[src/rtl/fbape_pkg.sv]
// ----------------------------------------------------------------------------
// fbape_pkg
// Types, constants and the channel blend function of the pixel engine.
// ----------------------------------------------------------------------------
package fbape_pkg;

  // Coordinates that pass clipping fit in the screen dimension width.
  localparam int unsigned COORD_W = 13;
  localparam int unsigned BPP_W   = 3;
  localparam int unsigned PITCH_W = 15;
  localparam int unsigned DIM_W   = 13;
  localparam int unsigned PX_W    = COORD_W + BPP_W;
  localparam int unsigned PY_W    = COORD_W + PITCH_W;
  // Room for the sum of both offsets plus the byte index of red.
  localparam int unsigned ADDR_W  = PY_W + 2;
  localparam int unsigned APB_AW  = 4;
  localparam int unsigned APB_DW  = 32;
  localparam int unsigned Q_DEPTH = 2;
  localparam int unsigned Q_PTR_W = $clog2(Q_DEPTH);

  localparam logic [1:0] REG_BPP    = 2'd0;
  localparam logic [1:0] REG_PITCH  = 2'd1;
  localparam logic [1:0] REG_WIDTH  = 2'd2;
  localparam logic [1:0] REG_HEIGHT = 2'd3;

  localparam logic [BPP_W-1:0]   BPP_RST    = 3'd4;
  localparam logic [PITCH_W-1:0] PITCH_RST  = 15'd2560;
  localparam logic [DIM_W-1:0]   WIDTH_RST  = 13'd640;
  localparam logic [DIM_W-1:0]   HEIGHT_RST = 13'd480;

  localparam logic [7:0] ALPHA_OPAQUE = 8'hff;
  localparam logic [7:0] ALPHA_CLEAR  = 8'h00;

  localparam logic [1:0] BYTE_BLUE  = 2'd0;
  localparam logic [1:0] BYTE_GREEN = 2'd1;
  localparam logic [1:0] BYTE_RED   = 2'd2;

  typedef enum logic [1:0] {
    OP_READ,
    OP_READ_ZERO,
    OP_STORE,
    OP_BLEND
  } op_e;

  typedef enum logic [2:0] {
    B_CLEAR,
    B_IDLE,
    B_RD,
    B_CAP,
    B_WR,
    B_DONE
  } back_state_e;

  typedef struct packed {
    op_e             op;
    logic [PX_W-1:0] px;
    logic [PY_W-1:0] py;
    logic [7:0]      red;
    logic [7:0]      green;
    logic [7:0]      blue;
    logic [7:0]      alpha;
  } entry_t;

  typedef struct packed {
    logic [BPP_W-1:0]   bpp;
    logic [PITCH_W-1:0] pitch;
    logic [DIM_W-1:0]   width;
    logic [DIM_W-1:0]   height;
  } cfg_t;

  function automatic logic [7:0] mix8(input logic [7:0] a, input logic [7:0] fg,
                                      input logic [7:0] bg);
    logic [8:0]  wa;
    logic [8:0]  wb;
    logic [16:0] s;
    wa = {1'b0, a} + 9'd1;
    wb = 9'd256 - {1'b0, a};
    s  = 17'(wa) * 17'(fg) + 17'(wb) * 17'(bg);
    return s[15:8];
  endfunction

endpackage

[src/rtl/fbape_queue.sv]
// ----------------------------------------------------------------------------
// fbape_queue
// Short FIFO of classified requests between front end and store sequencer.
// ----------------------------------------------------------------------------
module fbape_queue import fbape_pkg::*; (
  input  logic   clk_i,
  input  logic   rst_ni,
  input  logic   push_i,
  input  entry_t entry_i,
  input  logic   pop_i,
  output entry_t entry_o,
  output logic   empty_o,
  output logic   full_o
);

  entry_t               slot_q [Q_DEPTH];
  logic [Q_PTR_W-1:0]   wptr_q, wptr_d;
  logic [Q_PTR_W-1:0]   rptr_q, rptr_d;
  logic [Q_PTR_W:0]     cnt_q, cnt_d;
  logic                 do_push;
  logic                 do_pop;

  assign empty_o = (cnt_q == '0);
  assign full_o  = (cnt_q == (Q_PTR_W+1)'(Q_DEPTH));
  assign do_push = push_i && !full_o;
  assign do_pop  = pop_i && !empty_o;
  assign entry_o = slot_q[rptr_q];

  always_comb begin
    wptr_d = do_push ? wptr_q + 1'b1 : wptr_q;
    rptr_d = do_pop ? rptr_q + 1'b1 : rptr_q;
    cnt_d  = cnt_q + (Q_PTR_W+1)'(do_push) - (Q_PTR_W+1)'(do_pop);
  end

  always_ff @(posedge clk_i or negedge rst_ni) begin
    if (!rst_ni) begin
      wptr_q <= '0;
      rptr_q <= '0;
      cnt_q  <= '0;
    end else begin
      wptr_q <= wptr_d;
      rptr_q <= rptr_d;
      cnt_q  <= cnt_d;
    end
  end

  always_ff @(posedge clk_i) begin
    if (do_push) begin
      slot_q[wptr_q] <= entry_i;
    end
  end

endmodule

[config.mk]
export PLATFORM = sky130hd
export DESIGN_NAME = fbape_queue
export DESIGN_NICKNAME = d
export VERILOG_FILES = /design/src/rtl/fbape_pkg.sv /design/src/rtl/fbape_queue.sv
export SDC_FILE = /design/constraint.sdc
export NUM_CORES = 1
export LEC_CHECK = 0
export BUFFER_PORTS_ARGS = -buffer_cell sky130_fd_sc_hd__buf_4
export CAP_MARGIN = 10
export CORE_MARGIN = 1
export CORE_UTILIZATION = 52
export DETAILED_ROUTE_END_ITERATION = 12
export GPL_TIMING_DRIVEN = 0
export PLACE_DENSITY = 0.79
export SLEW_MARGIN = 15
export SYNTH_ARGS = -nofsm -noshare
export SYNTH_HDL_FRONTEND = slang
export SYNTH_SLANG_ARGS = --single-unit
[constraint.sdc]
create_clock -name clk_i -period 5.93 [get_ports clk_i]
set_input_delay 1.186 -clock clk_i [delete_from_list [all_inputs] [get_ports clk_i]]
set_output_delay 1.186 -clock clk_i [all_outputs]
set_load 0.1 [all_outputs]
==> metrics, run 1 <==
synthesis-to-layout area growth=34.8%; Synth top area share=79.9%; Max Transition Viols Final=0; setup ws final=2850 ps; via count of the routed design=2,970; Seq/Total Area, Yosys=81.6%; wire per inst=16.8 um; CTS tree=done; Longest Clk Path Bufs=2; Mapped Nets=345; largest family of logic cells by synthesized area=multiplexers; Synth Register Bits=160; post-cts resize count=0; core area=10,900 um^2; Die Area=11,700 um^2; largest net degree at the start of global routing=41; DP HPWL=7020 um; worst path required time=4740 ps; Sink Count=160; DRC viols=0; Synth area leader=edfxtp_1; H-tree level count=4; Setup Skew=7.13 ps; final setup vio count=0; overall routing resource usage=17.8%; 1st-iter DRT viols=106; synthesized area=5860 um^2; status=completed; hold buffers post-CTS=0; Setup Fix Bufs, Post-CTS=0; Max FO, Critical Path=10; initial antenna violation count=0; fin crit period=3080 ps; post-synthesis average cell area=22.5 um^2; cells after synthesis=261; DRT Wirelength=10,000 um; Ys Warns=0; commonest cells after routing, fill and taps aside=161 x buf_4, 156 x edfxtp_1, 68 x mux2_2; grt ovf=0; CTS Buf Count=17; Hold WS=449 ps; gpl congestion=0.661; antenna-violating nets left=0; first-pass GRT wire length=14,900 um; Worst slew margin=61.8%; drt via density=4.98; Hold Vio Cnt, Final=0; most common cell after layout, fill and taps aside=buf_4; # IOs=162; measured slew at the worst slew-check pin=573 ps; Initial Util=53.8%; RSZ-0062 raised after global routing=false; # diodes=0; Nets=529; pre-CTS setup slack=3370 ps; Setup crit end kind=primary output; worst path arrival time=1890 ps; critical path start-end classification=flop to primary output; Final period util=51.9%; post-route cell area=7900 um^2; Compound-Gate Fraction of Synth Area=0%; clk_lat worst skew=520 ps; Worst Hold Class=input port to asynchronous set/reset pin; Synth Area in Adders=0.427%; top area cells in the synthesized netlist=edfxtp_1 80%, mux2_2 13%, mux2_4 2.6%; Max Cap Viol=0; die width=108 um; FMAX=325 MHz; drt pass-1 iters=4; Post-DP Area=7340 um^2; vias in the first global route=3,101; die height=108 um; multiplexer share of the synthesized area=15.6%; clock-pin slew on the worst setup and hold paths=60 ps; clk root buf=clkbuf_8; I/O Buffers=161; post-synthesis cell type count=15; Rows=38; XOR/XNOR Fraction of Synth Area=0.598%; Critical Path Source Type=flop; simple-gate area share of the yosys netlist=0.512%; layout cells sized above 1=61.6%; Fillers=685
-- flip-flops by register name, summed over array words and instances, names as in the netlist --
name / cells
wptr_q: 1
slot_q: 156
cnt_q: 2
rptr_q: 1
-- path summary, 6_finish.rpt --
check	startpoint	to	slack, ps	cells after the start
min in group clk_i	cnt_q[1]	cnt_q[1]	510	1
max	rptr_q	entry_o[50]	2850	5
max in group asynchronous	rst_ni	rptr_q	5380	1
min reg2reg	cnt_q[1]	cnt_q[1]	510	1
min	rst_ni	wptr_q	450	1
max reg2reg	cnt_q[1]	slot_q[1][1]	4170	3
-- stage by stage --
step	instances	utilization [%]	setup TNS (ps)
after floorplan	261	-	0
after global placement	562	66.5	-71570
after detailed placement	566	67.4	0
after CTS	596	72.6	0
after global routing	596	72.6	0
final	596	72.6	0
-- final cells by class --
| type | instances | area [um^2] | area share (%) |
|---|---|---|---|
| buffer | 9 | 63.8 | 0.807 |
| clock buffer | 20 | 425 | 5.38 |
| clock inverter | 10 | 139 | 1.76 |
| inverter | 2 | 7.51 | 0.0950 |
| multi-input combinational | 90 | 1020 | 12.9 |
| sequential | 160 | 4780 | 60.5 |
| tap | 140 | 175 | 2.22 |
| timing repair buffer | 165 | 1290 | 16.3 |
-- synth_stat cells (all sizes together) --
library cell	instances
nand2b	1
mux2	78
and3	1
nor2	2
inv	2
dfrtp	4
nand2	1
xor2	1
edfxtp	156
ha	2
buf	9
xnor2	3
nor2b	1
-- worst max-delay path, cell delays in order, from the launching register on --
cell	delay (ps)
dfrtp_1	340
buf_6	130
buf_6	150
buf_6	190
mux2_4	320
buf_4	230
-- routing by layer --
layer / wire length [um] / global-route usage, % / vias up / share of wire (%)
met5: 0 / 0 / - / 0
met4: 166 / 8.81 / 0 / 1.7
met3: 731 / 6.99 / 15 / 7.3
met2: 5570 / 32.1 / 104 / 56
met1: 3540 / 17.7 / 1449 / 35
li1: - / - / 1402 / -
-- logic make-up (layout without fill, tap and decap cells) --
| kind of cell | count (synthesis) | count (layout) |
|---|---|---|
| xor gates and xnor gates | 4 | 4 |
| muxes | 78 | 78 |
| DFF | 160 | 160 |
| buffers and inverters | 11 | 206 |
| and+or+nand+nor | 6 | 6 |
| adders and majority gates | 2 | 2 |
Power of run 1 is not shown: default switching activity piles up to over one toggle a cycle in this logic, so the estimate is an artifact.
==> run 2, diff against run 1 <==
Clock period 5.93 ns to 3.1 ns, I/O delays scaled along.
==> metrics, run 2 (synthesized netlist as in run 1, its figures left out) <==
Nets=529 (unchanged); max FFs per register=156 (unchanged); DP HPWL=6980 um (-0.51%); Longest Clk Path Bufs=2 (unchanged); RSZ-0062 raised after global routing=false; vias in the first global route=3,171 (+2.3%); wire per inst=18.0 um (+7.2%); H-tree level count=4 (unchanged); Rows=38 (unchanged); Sink Count=160 (unchanged); core area=10,900 um^2 (unchanged); worst path arrival time=1950 ps (+60 ps); post-cts resize count=0 (unchanged); Util after Layout=72.5% (about the same); CP max stage delay=390 ps (+50 ps); clk_lat worst skew=520 ps (about the same); Max Cap Viol=0 (unchanged); hold_sp=entry_i[6]; Setup Skew=10.9 ps (+3.74 ps); crit path cell chain=buf_6 -> buf_2 -> mux2_2 -> buf_4; status=completed; drt via density=5.04 (+1.1%); largest net degree at the start of global routing=45 (+9.8%); grt ovf=0 (unchanged); via count of the routed design=3,013 (+1.4%); Final period util=82.8%; CTS Buf Count=17 (unchanged); first-pass GRT wire length=15,800 um (+6.3%); I/O Buffers=161 (unchanged); final setup vio count=0 (unchanged); Biggest register=slot_q; layout cells sized above 1=61.6% (about the same); synthesis-to-layout area growth=34.7% (about the same); clk root buf=clkbuf_8; # diodes=0 (unchanged); fin crit period=2570 ps; Setup crit end kind=primary output; measured slew at the worst slew-check pin=769 ps (+196 ps); Initial Util=53.8% (unchanged); commonest cells after routing, fill and taps aside=161 x buf_4, 156 x edfxtp_1, 68 x mux2_2; reg2reg end=slot_q[0][4]; biggest regs=slot_q: 156 flops, cnt_q: 2 flops; antenna-violating nets left=0 (unchanged); worst path required time=2480 ps (-2260 ps); DRT Wirelength=10,800 um (+7.5%); FMAX=389 MHz; Max FO, Critical Path=10 (unchanged); DRC viols=0 (unchanged); Worst path slowest cell=mux2_2; overall routing resource usage=19.1% (+1.2 points); setup TNS=0 ps (unchanged); gpl congestion=0.685 (+3.6%); clock-pin slew on the worst setup and hold paths=70 ps (about the same); # IOs=162 (unchanged); most common cell after layout, fill and taps aside=buf_4; Die Area=11,700 um^2 (unchanged); Worst Hold Class=input port to flop; WHS Path Cells=1; CTS tree=done; critical path start-end classification=flop to primary output; die height=108 um (unchanged); Hold Vio Cnt, Final=0 (unchanged); drt pass-1 iters=4 (unchanged); CP top delay family=buffers and inverters; 1st-iter DRT viols=128 (+21%); reg2reg setup slack=1080 ps (-3090 ps); cells on worst reg2reg path=4 (+1); die width=108 um (unchanged); Reg2Reg Launch Point=cnt_q[1]; initial antenna violation count=0 (unchanged); worst path buffer plus inverter count=3 (-1); Worst slew margin=48.6% (-13 points); Critical Path Source Type=flop; Max Transition Viols Final=0 (unchanged); hold endpoint=slot_q[1][6]
run 2: what timing repair did:
| action | in CTS | in global routing |
|---|---|---|
| endpoints found under the hold margin | 4 | 0 |
| buffers inserted | 0 | 0 |
| setup endpoints to repair | 0 | 0 |
| hold buffers | 1 | 0 |
run 2: final cells by class:
type / instances / area [um^2]
buffer: 9 / 63.8
clock buffer: 20 / 425
clock inverter: 12 / 136
fill: 665 / 2990
inverter: 2 / 7.51
multi-input combinational: 90 / 1020
sequential: 160 / 4780
tap: 140 / 175
timing repair buffer: 165 / 1290
run 2: worst max-delay path by stage:
stage	slack (ps)	endpoint	startpoint	depth (start not counted)
after floorplan	180	slot_q[1][0]	push_i	1
after global placement	-830	slot_q[1][29]	push_i	2
after detailed placement	990	slot_q[0][27]	push_i	4
after CTS	500	entry_o[53]	rptr_q	5
after global routing	450	entry_o[46]	rptr_q	5
final	530	entry_o[14]	rptr_q	4
run 2: worst reg2reg max path: cells and delay by family (launching register included):
family        cells  cell delay (ps)
simple gates      3              990
buf+inv           1              290
flops             1              420
run 2: metrics by stage:
stage | instance area (um^2) | hold slack (ps) | worst slack (ps) | cells
after floorplan | 5870 | 324 | 176 | 261
after global placement | 7250 | 418 | -828 | 562
after detailed placement | 7330 | 426 | 994 | 565
after CTS | 7900 | 264 | 502 | 598
after global routing | 7900 | 252 | 446 | 598
final | 7900 | 283 | 532 | 598
run 2: routing by layer:
layer | vias to the layer above | track usage (%) | wire, um
met5 | - | 0 | 0
met4 | 0 | 8.22 | 117
met3 | 11 | 6.69 | 720
met2 | 99 | 34.5 | 5930
met1 | 1502 | 19.9 | 4000
li1 | 1401 | - | -
Power of run 2 is left out for the same reason.
==> run 3, diff against run 2 <==
Clock period 3.1 ns to 2.45 ns, I/O delays scaled along.
==> metrics, run 3 (synthesized netlist as in run 1, its figures left out) <==
fin crit period=2380 ps; post-cts resize count=0 (unchanged); Final period util=97.0%; setup ws final=72.6 ps (-460 ps); FMAX=421 MHz; H-tree level count=4 (unchanged); die width=108 um (unchanged); hold buffers post-CTS=1 (unchanged); Util after Layout=73.3% (+0.76 points); pre-CTS setup slack=561 ps (-433 ps); # diodes=0 (unchanged); via count of the routed design=2,999 (-0.46%); DRT Wirelength=10,300 um (-4.7%); clk_lat worst skew=520 ps (about the same); Placed Instances=566 (+0.18%); Initial Util=53.8% (unchanged); CTS tree=done; first-pass GRT wire length=15,000 um (-5.2%); die height=108 um (unchanged); crit path cell chain=buf_6 -> buf_6 -> buf_6 -> mux2_4 -> buf_4; synthesis-to-layout area growth=36.1%; worst path arrival time=1890 ps (-60 ps); Rows=38 (unchanged); Worst slew margin=67.8% (+19 points); overall routing resource usage=18.1% (-0.95 points); drt via density=5.02 (-0.46%); Critical Path Source Type=flop; final setup vio count=0 (unchanged); Worst path slowest cell=dfrtp_1; largest net degree at the start of global routing=48 (+6.7%); wire per inst=17.2 um (-4.7%); biggest regs=slot_q: 156 flops, cnt_q: 2 flops; antenna-violating nets left=0 (unchanged); drt pass-1 iters=4 (unchanged); Worst Hold Class=input port to flop; layout cells sized above 1=61.4% (-0.22 points); RSZ-0062 raised after global routing=false; core area=10,900 um^2 (unchanged); Setup Skew=6.36 ps (-4.50 ps); 1st-iter DRT viols=107 (-16%); # IOs=162 (unchanged); Max Cap Viol=0 (unchanged); CP max stage delay=340 ps (-50 ps); clk root buf=clkbuf_8; gpl congestion=0.669 (-2.4%); Setup crit end kind=primary output; Die Area=11,700 um^2 (unchanged); CP most frequent cell=buf_6; Hold Vio Cnt, Final=0 (unchanged); initial antenna violation count=0 (unchanged); grt ovf=0 (unchanged); Max Transition Viols Final=0 (unchanged); Biggest register=slot_q; clock-pin slew on the worst setup and hold paths=60 ps (about the same); Nets=530 (+0.19%); final cell count without fillers=598 (unchanged); CTS Buf Count=17 (unchanged); Setup Fix Bufs, Post-CTS=0 (unchanged); I/O Buffers=161 (unchanged); Longest Clk Path Bufs=2 (unchanged); DP HPWL=6870 um (-1.6%); measured slew at the worst slew-check pin=483 ps (-286 ps); critical path start-end classification=flop to primary output; DRC viols=0 (unchanged); worst path required time=1960 ps (-520 ps); vias in the first global route=3,060 (-3.5%); max FFs per register=156 (unchanged); commonest cells after routing, fill and taps aside=161 x buf_4, 156 x edfxtp_1, 68 x mux2_2; status=completed; Sink Count=160 (unchanged); Max FO, Critical Path=10 (unchanged); most common cell after layout, fill and taps aside=buf_4
## run 3: area by class of cell
class | count | area (um^2)
sequential | 160 | 4780
fill | 676 | 2910
timing repair buffer | 166 | 1310
multi-input combinational | 90 | 1020
clock buffer | 20 | 425
clock inverter | 11 | 189
tap | 140 | 175
buffer | 9 | 63.8
inverter | 2 | 7.51
## run 3: through the flow
| step | setup TNS (ps) | instance area, um^2 | hold slack (ps) |
|---|---|---|---|
| after floorplan | 0 | 5870 | 194 |
| after global placement | -35450 | 7260 | 287 |
| after detailed placement | 0 | 7360 | 290 |
| after CTS | 0 | 7980 | 125 |
| after global routing | 0 | 7980 | 124 |
| final | 0 | 7980 | 149 |
## run 3: critical path: cells and delay by family (launching register included)
kind / cells / cell delay, ps
buffers and inverters: 4 / 700
flip-flops: 1 / 340
multiplexers: 1 / 320
## run 3: final timing paths
| check | from | end | slack [ps] | cells after the start |
|---|---|---|---|---|
| setup / recovery | rptr_q | entry_o[51] | 70 | 5 |
| min in group asynchronous | rst_ni | cnt_q[0] | 330 | 2 |
| hold reg to reg | cnt_q[0] | cnt_q[0] | 560 | 1 |
| max in group asynchronous | rst_ni | rptr_q | 2010 | 2 |
| hold / removal | entry_i[17] | slot_q[1][17] | 150 | 1 |
| setup reg to reg | cnt_q[1] | slot_q[0][34] | 560 | 5 |
## run 3: per-layer routing
metal	track usage [%]	vias to the layer above	part of all wire, %
met3	6.69	17	7.2
met2	31.2	111	53
met4	9.69	0	2.3
li1	-	1402	-
met1	19.3	1469	37
met5	0	-	0
Power of run 3 is left out for the same reason.
