--- src/rtl/fbape_pkg.sv ---
// ----------------------------------------------------------------------------
// fbape_pkg
// Types, constants and the channel blend function of the pixel engine.
// ----------------------------------------------------------------------------
package fbape_pkg;

  // Coordinates that pass clipping fit in the screen dimension width.
  localparam int unsigned COORD_W = 13;
  localparam int unsigned BPP_W   = 3;
  localparam int unsigned PITCH_W = 15;
  localparam int unsigned DIM_W   = 13;
  localparam int unsigned PX_W    = COORD_W + BPP_W;
  localparam int unsigned PY_W    = COORD_W + PITCH_W;
  // Room for the sum of both offsets plus the byte index of red.
  localparam int unsigned ADDR_W  = PY_W + 2;
  localparam int unsigned APB_AW  = 4;
  localparam int unsigned APB_DW  = 32;
  localparam int unsigned Q_DEPTH = 2;
  localparam int unsigned Q_PTR_W = $clog2(Q_DEPTH);

  localparam logic [1:0] REG_BPP    = 2'd0;
  localparam logic [1:0] REG_PITCH  = 2'd1;
  localparam logic [1:0] REG_WIDTH  = 2'd2;
  localparam logic [1:0] REG_HEIGHT = 2'd3;

  localparam logic [BPP_W-1:0]   BPP_RST    = 3'd4;
  localparam logic [PITCH_W-1:0] PITCH_RST  = 15'd2560;
  localparam logic [DIM_W-1:0]   WIDTH_RST  = 13'd640;
  localparam logic [DIM_W-1:0]   HEIGHT_RST = 13'd480;

  localparam logic [7:0] ALPHA_OPAQUE = 8'hff;
  localparam logic [7:0] ALPHA_CLEAR  = 8'h00;

  localparam logic [1:0] BYTE_BLUE  = 2'd0;
  localparam logic [1:0] BYTE_GREEN = 2'd1;
  localparam logic [1:0] BYTE_RED   = 2'd2;

  typedef enum logic [1:0] {
    OP_READ,
    OP_READ_ZERO,
    OP_STORE,
    OP_BLEND
  } op_e;

  typedef enum logic [2:0] {
    B_CLEAR,
    B_IDLE,
    B_RD,
    B_CAP,
    B_WR,
    B_DONE
  } back_state_e;

  typedef struct packed {
    op_e             op;
    logic [PX_W-1:0] px;
    logic [PY_W-1:0] py;
    logic [7:0]      red;
    logic [7:0]      green;
    logic [7:0]      blue;
    logic [7:0]      alpha;
  } entry_t;

  typedef struct packed {
    logic [BPP_W-1:0]   bpp;
    logic [PITCH_W-1:0] pitch;
    logic [DIM_W-1:0]   width;
    logic [DIM_W-1:0]   height;
  } cfg_t;

  function automatic logic [7:0] mix8(input logic [7:0] a, input logic [7:0] fg,
                                      input logic [7:0] bg);
    logic [8:0]  wa;
    logic [8:0]  wb;
    logic [16:0] s;
    wa = {1'b0, a} + 9'd1;
    wb = 9'd256 - {1'b0, a};
    s  = 17'(wa) * 17'(fg) + 17'(wb) * 17'(bg);
    return s[15:8];
  endfunction

endpackage

--- src/rtl/fbape_if.sv ---
// ----------------------------------------------------------------------------
// fbape_if
// Valid/ready channels of the pixel engine: requests in, read colors out.
// ----------------------------------------------------------------------------
interface fbape_req_if;
  logic              valid;
  logic              ready;
  logic              req_type;
  logic signed [15:0] x_pos;
  logic signed [15:0] y_pos;
  logic [7:0]        red;
  logic [7:0]        green;
  logic [7:0]        blue;
  logic [7:0]        alpha;

  modport source (output valid, req_type, x_pos, y_pos, red, green, blue, alpha,
                  input ready);
  modport sink (input valid, req_type, x_pos, y_pos, red, green, blue, alpha,
                output ready);
endinterface


--- src/rtl/fbape_front.sv ---
// ----------------------------------------------------------------------------
// fbape_front
// Request front end: clips, classifies and forms the address offsets.
// ----------------------------------------------------------------------------
module fbape_front import fbape_pkg::*; (
  fbape_req_if.sink req,
  input  cfg_t      cfg_i,
  input  logic      q_full_i,
  input  logic      clr_busy_i,
  output logic      push_o,
  output entry_t    entry_o
);

  logic               x_ok;
  logic               y_ok;
  logic               on_screen;
  logic               keep;
  logic [COORD_W-1:0] xs;
  logic [COORD_W-1:0] ys;

  assign x_ok      = !req.x_pos[15] && (req.x_pos[14:0] < 15'(cfg_i.width));
  assign y_ok      = !req.y_pos[15] && (req.y_pos[14:0] < 15'(cfg_i.height));
  assign on_screen = x_ok && y_ok;
  assign xs        = req.x_pos[COORD_W-1:0];
  assign ys        = req.y_pos[COORD_W-1:0];

  always_comb begin
    entry_o.px    = PX_W'(xs) * PX_W'(cfg_i.bpp);
    entry_o.py    = PY_W'(ys) * PY_W'(cfg_i.pitch);
    entry_o.red   = req.red;
    entry_o.green = req.green;
    entry_o.blue  = req.blue;
    entry_o.alpha = req.alpha;
    if (!req.req_type) begin
      entry_o.op = on_screen ? OP_READ : OP_READ_ZERO;
      keep       = 1'b1;
    end else begin
      entry_o.op = (req.alpha == ALPHA_OPAQUE) ? OP_STORE : OP_BLEND;
      // Clipped or fully transparent writes leave the store alone.
      keep       = on_screen && (req.alpha != ALPHA_CLEAR);
    end
  end

  assign req.ready = !q_full_i && !clr_busy_i;
  assign push_o    = req.valid && req.ready && keep;

endmodule

--- src/flat_wrapper.sv ---
// flat-port wrapper written by rule: the top's interface ports become plain ports
module fbape_front_flat import fbape_pkg::*;
  (cfg_i, q_full_i, clr_busy_i, push_o, entry_o, req_valid, req_req_type, req_x_pos, req_y_pos, req_red, req_green, req_blue, req_alpha, req_ready);
  fbape_req_if req_i ();
  input  cfg_t cfg_i;
  input  logic q_full_i;
  input  logic clr_busy_i;
  output logic push_o;
  output entry_t entry_o;
  input wire logic [$bits(req_i.valid)-1:0] req_valid;
  input wire logic [$bits(req_i.req_type)-1:0] req_req_type;
  input wire logic [$bits(req_i.x_pos)-1:0] req_x_pos;
  input wire logic [$bits(req_i.y_pos)-1:0] req_y_pos;
  input wire logic [$bits(req_i.red)-1:0] req_red;
  input wire logic [$bits(req_i.green)-1:0] req_green;
  input wire logic [$bits(req_i.blue)-1:0] req_blue;
  input wire logic [$bits(req_i.alpha)-1:0] req_alpha;
  output wire logic [$bits(req_i.ready)-1:0] req_ready;
  assign req_i.valid = req_valid;
  assign req_i.req_type = req_req_type;
  assign req_i.x_pos = req_x_pos;
  assign req_i.y_pos = req_y_pos;
  assign req_i.red = req_red;
  assign req_i.green = req_green;
  assign req_i.blue = req_blue;
  assign req_i.alpha = req_alpha;
  assign req_ready = req_i.ready;
  fbape_front u_core (.req(req_i), .cfg_i(cfg_i), .q_full_i(q_full_i), .clr_busy_i(clr_busy_i), .push_o(push_o), .entry_o(entry_o));
endmodule
--- config.mk ---
export PLATFORM = sky130hd
export DESIGN_NAME = fbape_front_flat
export DESIGN_NICKNAME = d
export VERILOG_FILES = /design/src/rtl/fbape_pkg.sv /design/src/rtl/fbape_if.sv /design/src/rtl/fbape_front.sv /design/src/flat_wrapper.sv
export SDC_FILE = /design/constraint.sdc
export NUM_CORES = 1
export LEC_CHECK = 0
export BUFFER_PORTS_ARGS = -buffer_cell sky130_fd_sc_hd__buf_2
export CAP_MARGIN = 10
export CORE_MARGIN = 3
export CORE_UTILIZATION = 60
export DETAILED_ROUTE_END_ITERATION = 10
export GPL_TIMING_DRIVEN = 0
export PLACE_DENSITY = 0.94
export SLEW_MARGIN = 20
export SYNTH_ARGS = -nofsm -noshare
export SYNTH_HDL_FRONTEND = slang
export SYNTH_SLANG_ARGS = --single-unit
export TNS_END_PERCENT = 50
--- constraint.sdc ---
create_clock -name vclk -period 19.05
set_input_delay 2.8575 -clock vclk [all_inputs]
set_output_delay 2.8575 -clock vclk [all_outputs]
set_load 0.02 [all_outputs]
==> reports/metrics.cfg, run 1 <==
[run_status]
status = complete, no violations

[layout]
layout_common_cells = 239 x inv_1, 171 x buf_2, 155 x fa_1, 149 x nand2_1, 112 x ha_1
drive_above_1_share_pct = 17.9
fin_area_sq_um = 9600
syn2layout_area_growth_pct = 12.4
ff_latch_area_sq_um = 0
seq_cells = 0
n_antenna_cell = 0
instances_no_fill = 1396
fin_nets = 1601
layout_commonest_cell = inv_1
clkbuf_count = 0
fillers = 1013

[placed_design]
place_area_sq_um = 9600
pre_cts_ws_ns = 7.62
gp_congestion = 0.957
dpl.cell_count = 1396
io_buffers = 168
dp_hpwl_um = 19500

[routing]
viasPerCell = 5.55
routedWlPerCell_um = 15.8
drtAntennaViolNets = 0
drc = 0
wl_um = 22000
drt-initial-drc-count = 468
via_count = 7746
drtPass1Iterations = 5

[logic_synthesis]
synth_warnings = 0
yosysSeqAreaShare_pct = 0
avgSynthCellArea_sq_um = 8.12
syn_area_sq_um = 8540
synth_cell_types = 57
synthCells = 1052
syn_nets = 1431

[worst_hold_path]
hold_depth = 2
hold_class = in2out
hold_path_end = entry_o[31]
hp-start = req_red[7]

[sta]
worst_pin_slew_ns = 0.650
fmax_ghz = 0.0871
fin_crit_ns = 11.48
fin_crit_sh_pct = 60.3
tns_ns = 0
slew_headroom_pct = 56.2
worst_slack_ns = 7.57
drv_slew = 0
rsz0062_at_grt = false
final-hold-violation-count = 0
setup_viol = 0

[setup_path]
crit_fanout = 10
worstPathArrival_ns = 8.62
crit_path_start_kind = input pin
path_class = in2out
critPathRequiredTime_ns = 16.19
critPathCaptureType = output pin

[pwr]
p_leak_nw = 5.39
vdd_ir_drop_max_v = 0.000277
p_per_area_nw_per_um2 = 177
p_total_w = 0.00170

[global_routing]
met1_usage_pct = 35.5
grt-ovfl-total = 0
grt_pass1_wl_um = 36800
met3_usage_pct = 3.16
grt_pass1_vias = 8084
grt_max_degree = 11
top_usage_layer = met2
globalRouteTotalUtil_pct = 27.9
met2_usage_pct = 49.1
antenna_found_initial = 0

[run]
cap_violations = 0

[floorplan]
dieArea_sq_um = 15700
fp-row-count = 42
io_pins = 192
coreArea_sq_um = 13600
start_util_pct = 63.0
die_w_um = 125
dieHeight_um = 125

[clock_tree]
post_cts_buffers = 0
ctsHoldBuffers = 0
ctsResizeCount = 0

[critical path, cell delays in order]
cell       delay (ns)
buf_2            0.20
clkbuf_1         0.50
nand2_1          0.16
fa_1             0.53
inv_1            0.05
fa_1             0.52
fa_1             0.52
fa_1             0.54
inv_1            0.07
fa_1             0.54
inv_1            0.04
ha_1             0.35
and4_4           0.28
nand2_1          0.07
a2111oi_2        0.59
nor2_1           0.15
a221oi_2         0.29
xnor2_1          0.14
buf_2            0.18
[cell usage after synthesis, types with 2 or more instances]
cell | count | area share [%]
xor2_1 | 7 | 0.72
a31oi_1 | 4 | 0.29
o21bai_1 | 8 | 0.70
nand3b_1 | 2 | 0.18
a21oi_1 | 41 | 2.4
a211oi_1 | 8 | 0.70
buf_4 | 33 | 2.9
xnor2_1 | 22 | 2.3
o211a_1 | 3 | 0.35
a2111oi_2 | 2 | 0.35
buf_2 | 3 | 0.18
nand2_1 | 149 | 6.5
clkbuf_1 | 33 | 1.5
a21o_2 | 2 | 0.21
nor2_1 | 21 | 0.92
nand3_1 | 6 | 0.35
and3_1 | 3 | 0.22
nor2b_1 | 6 | 0.44
nor3_1 | 4 | 0.23
or4_1 | 3 | 0.26
and2_1 | 107 | 7.8
a21o_1 | 10 | 0.88
a211o_1 | 3 | 0.31
nand4_1 | 8 | 0.59
ha_1 | 112 | 16
fa_1 | 155 | 36
o21ai_0 | 15 | 0.88
a221oi_2 | 2 | 0.35
nor3b_1 | 3 | 0.26
nor4_1 | 3 | 0.22
or3_1 | 2 | 0.15
a21boi_0 | 2 | 0.18
and4_1 | 2 | 0.21
inv_1 | 239 | 11
o21a_1 | 5 | 0.44
o21ai_1 | 3 | 0.18
[worst max-delay path by stage]
stage | cells after the start | slack (ns) | startpoint | endpoint
3_5_place_dp | 19 | 7.62 | req_y_pos[7] | entry_o[57]
6_report | 19 | 7.57 | req_y_pos[8] | entry_o[59]
2_1_floorplan | 17 | 8.57 | req_y_pos[7] | entry_o[54]
5_1_grt | 19 | 7.30 | req_y_pos[7] | entry_o[57]
3_3_place_gp | 19 | 7.73 | req_y_pos[10] | entry_o[59]
4_1_cts | 19 | 7.62 | req_y_pos[7] | entry_o[57]
[cell families after synthesis]
logic type	Yosys count	synth area share (%)
AOI/OAI and AO/OA	123	10.2
xor gates and xnor gates	29	2.97
adders and majority gates	267	52.7
buffers and inverters	308	15.0
muxes	3	0.381
and+or+nand+nor	322	18.7
[layer usage]
layer | up-vias | share of wire [%]
met5 | - | 0
met4 | 0 | 4.5
met3 | 93 | 8.1
met2 | 360 | 51
met1 | 3742 | 36
li1 | 3551 | -
[layout make-up]
class | instances | area (sq um) | share of cell area [%]
Multi-Input combinational cell | 744 | 7260 | 75.6
Inverter | 239 | 897 | 9.34
Timing Repair Buffer | 168 | 841 | 8.76
Tap cell | 176 | 220 | 2.29
Buffer | 69 | 387 | 4.03
[report_power, final]
part,total [W],internal [W],switching [W]
combinational,0.00170,0.000646,0.00105
clock,0,0,0
sequential,0,0,0
[metrics by stage]
stage	hold slack, ns	util (%)
6_report	5.93	70.8
5_1_grt	5.94	70.8
4_1_cts	5.93	70.8
3_5_place_dp	5.93	70.8
3_3_place_gp	5.93	70.8
2_1_floorplan	5.79	-
No activity file was read; power rests on OpenSTA's default activity.
==> inputs of run 2 (changes only) <==
--- a/config.mk
+++ b/config.mk
@@ -5,13 +5,14 @@
 export SDC_FILE = /design/constraint.sdc
 export NUM_CORES = 1
 export LEC_CHECK = 0
+export ABC_AREA = 1
 export BUFFER_PORTS_ARGS = -buffer_cell sky130_fd_sc_hd__buf_2
 export CAP_MARGIN = 10
 export CORE_MARGIN = 3
-export CORE_UTILIZATION = 60
+export CORE_UTILIZATION = 53
 export DETAILED_ROUTE_END_ITERATION = 10
 export GPL_TIMING_DRIVEN = 0
-export PLACE_DENSITY = 0.94
+export PLACE_DENSITY = 0.88
 export SLEW_MARGIN = 20
 export SYNTH_ARGS = -nofsm -noshare
 export SYNTH_HDL_FRONTEND = slang
==> constraint.sdc (replaced) <==
create_clock -name vclk -period 10.46
set_input_delay 1.569 -clock vclk [all_inputs]
set_output_delay 1.569 -clock vclk [all_outputs]
set_load 0.02 [all_outputs]
==> reports/metrics.cfg, run 2 <==
[pwr]
p_per_area_nw_per_um2 = 300  ; was 177 nW/um^2
p_leak_nw = 6.62  ; was 5.39 nW
vdd_ir_drop_max_v = 0.000591  ; was 0.000277 V

[layout]
fin_nets = 1836  ; was 1601
clkbuf_count = 0  ; unchanged
drive_above_1_share_pct = 15.0  ; was 17.9%
fin_area_sq_um = 9990  ; was 9600 sq um
layout_common_cells = 392 x inv_1, 362 x nand2_1, 167 x buf_2, 155 x fa_1, 112 x ha_1  ; was 239 x inv_1, 171 x buf_2, 155 x fa_1, 149 x nand2_1, 112 x ha_1
layout_commonest_cell = inv_1  ; unchanged
seq_cells = 0  ; unchanged
syn2layout_area_growth_pct = 12.5  ; was 12.4%
ff_latch_area_sq_um = 0  ; unchanged
fillers = 1484  ; was 1013

[logic_synthesis]
synth_top_family_by_area = adder cells  ; unchanged
synth.area.mux_share_pct = 0  ; was 0.381%
yosysSeqAreaShare_pct = 0  ; unchanged
yosys.area.top_type = fa_1  ; unchanged
synthCells = 1288  ; was 1052
synthSimpleGateAreaFrac_pct = 21.4  ; was 18.7%
yosys-top-cells-count = 392 x inv_1, 362 x nand2_1, 155 x fa_1  ; was 239 x inv_1, 155 x fa_1, 149 x nand2_1
syn_area_sq_um = 8880  ; was 8540 sq um
avgSynthCellArea_sq_um = 6.90  ; was 8.12 sq um
yosysMostFrequentCell = inv_1  ; unchanged
synth_compound_area_share_pct = 4.38  ; was 10.2%
synth_top_area_share_pct = 34.9  ; was 36.3%
syn_nets = 1667  ; was 1431
synthTopCellsByArea = fa_1 35%, inv_1 17%, ha_1 16%  ; was fa_1 36%, ha_1 16%, inv_1 11%
synth-xor-area-share_pct = 2.76  ; was 2.97%
synth_cell_types = 32  ; was 57
synthAdderAreaFrac_pct = 50.7  ; was 52.7%
synth_warnings = 0  ; unchanged

[setup_path]
crit_path_start_kind = input pin  ; unchanged
crit_top_cell = nand2_1  ; was fa_1
path_class = in2out  ; unchanged
slowest_stage = fa_1  ; was a2111oi_2
crit_fanout = 10  ; unchanged
cpLargestDelayFamily = adder cells  ; unchanged
critPathRequiredTime_ns = 8.89  ; was 16.19 ns
critPathCaptureType = output pin  ; unchanged
cp_slowest_stage_delay_ns = 0.57  ; was 0.59 ns
worstPathArrival_ns = 6.77  ; was 8.62 ns
crit_buf_inv = 7  ; was 6
cp_cell_sequence = buf_2 > clkbuf_1 > nand2_1 > fa_1 > inv_1 > fa_1 > fa_1 > fa_1 > inv_1 > fa_1 > inv_1 > ha_1 > nand2_2 > inv_1 > a21oi_2 > nor2_1 > nor2_1 > nand2_1 > nand2_1 > nand2_1 > nand2_1 > nand2_1 > buf_2  ; was buf_2 > clkbuf_1 > nand2_1 > fa_1 > inv_1 > fa_1 > fa_1 > fa_1 > inv_1 > fa_1 > inv_1 > ha_1 > and4_4 > nand2_1 > a2111oi_2 > nor2_1 > a221oi_2 > xnor2_1 > buf_2

[routing]
drt-initial-drc-count = 549  ; was 468
viasPerCell = 4.95  ; was 5.55
drc = 0  ; unchanged
drtPass1Iterations = 6  ; was 5
drtAntennaViolNets = 0  ; unchanged
wl_um = 22600  ; was 22000 um
via_count = 8277  ; was 7746
routedWlPerCell_um = 13.5  ; was 15.8 um

[floorplan]
coreArea_sq_um = 16100  ; was 13600 sq um
io_pins = 192  ; unchanged
start_util_pct = 55.1  ; was 63.0%
die_w_um = 135  ; was 125 um
dieArea_sq_um = 18300  ; was 15700 sq um
fp-row-count = 46  ; was 42
dieHeight_um = 135  ; was 125 um

[sta]
drv_slew = 0  ; unchanged
rsz0062_at_grt = false  ; unchanged
slew_headroom_pct = 55.5  ; was 56.2%
worst_pin_slew_ns = 0.668  ; was 0.650 ns
final-hold-violation-count = 0  ; unchanged
fin_crit_ns = 8.34
fin_crit_sh_pct = 79.8
fmax_ghz = 0.120
setup_viol = 0  ; unchanged
tns_ns = 0  ; unchanged

[global_routing]
antenna_found_initial = 0  ; unchanged
grt_pass1_wl_um = 37100  ; was 36800 um
grt_pass1_vias = 8257  ; was 8084
globalRouteTotalUtil_pct = 24.6  ; was 27.9%
grt_max_degree = 11  ; unchanged
grt-ovfl-total = 0  ; unchanged

[run_status]
status = complete, no violations  ; unchanged

[placed_design]
dp_hpwl_um = 20000  ; was 19500 um
gp_congestion = 0.968  ; was 0.957
place_area_sq_um = 9990  ; was 9600 sq um
io_buffers = 167  ; was 168

[worst_hold_path]
hold_class = in2out  ; unchanged

[run]
cap_violations = 0  ; unchanged

[clock_tree]
post_cts_buffers = 0  ; unchanged
ctsResizeCount = 0  ; unchanged
ctsHoldBuffers = 0  ; unchanged

run 2: changes by cell type after synthesis, sizes merged, moves of 5 or more:
cell	previous run	this run
nand3	6	32
nor2	21	44
and2	107	1
inv	239	393
nor2b	6	0
xor2	7	22
a211oi	8	0
o21ai	19	14
xnor2	22	6
nand2	149	368
o21bai	8	2
a21o	12	7
run 2: cells by family after synthesis:
family | after synthesis
AND/OR/NAND/NOR | 467
buffers and inverters | 458
adder cells (fa/ha/maj) | 267
AO/OA/AOI/OAI | 68
XOR/XNOR | 28
run 2: power by group:
| group | switching (W) | leakage (nW) | total (W) | internal [W] |
|---|---|---|---|---|
| registers | 0 | 0 | 0 | 0 |
| logic | 0.00193 | 6.62 | 0.00300 | 0.00107 |
| clock network | 0 | 0.0000127 | 0.0000000000257 | 0.0000000000256 |
| total | 0.00193 | 6.62 | 0.00300 | 0.00107 |
run 2: layout make-up:
type	count	area (sq um)	area share [%]
multi-input cells	830	7040	70.4
diodes	2	5.00	0.0501
inverters	393	1480	14.8
repair buffers	167	836	8.36
plain buffers	65	368	3.68
well taps	216	270	2.70
run 2: path summary, 6_finish.rpt:
check / startpoint / endpoint / slack (ns) / depth (start not counted)
worst min-delay path: req_red[5] / entry_o[29] / 3.35 / 2
worst max-delay path: req_y_pos[7] / entry_o[59] / 2.12 / 23
run 2: metrics by stage:
| step | util, % | power [W] | worst slack, ns | std cells | hold WS [ns] |
|---|---|---|---|---|---|
| after floorplan | - | 0.00220 | 3.00 | 1288 | 3.22 |
| after global placement | 62.0 | 0.00295 | 2.25 | 1671 | 3.36 |
| after detailed placement | 62.0 | 0.00300 | 2.23 | 1671 | 3.36 |
| after CTS | 62.0 | 0.00302 | 2.21 | 1671 | 3.36 |
| after global routing | 62.0 | 0.00336 | 1.79 | 1671 | 3.36 |
| final | 62.0 | 0.00300 | 2.12 | 1673 | 3.35 |
run 2: layer usage:
metal,GRT usage (%),wire length (um)
met1,31.8,8800
met2,44.0,11300
met3,3.71,2100
met4,5.15,410
met5,0,0
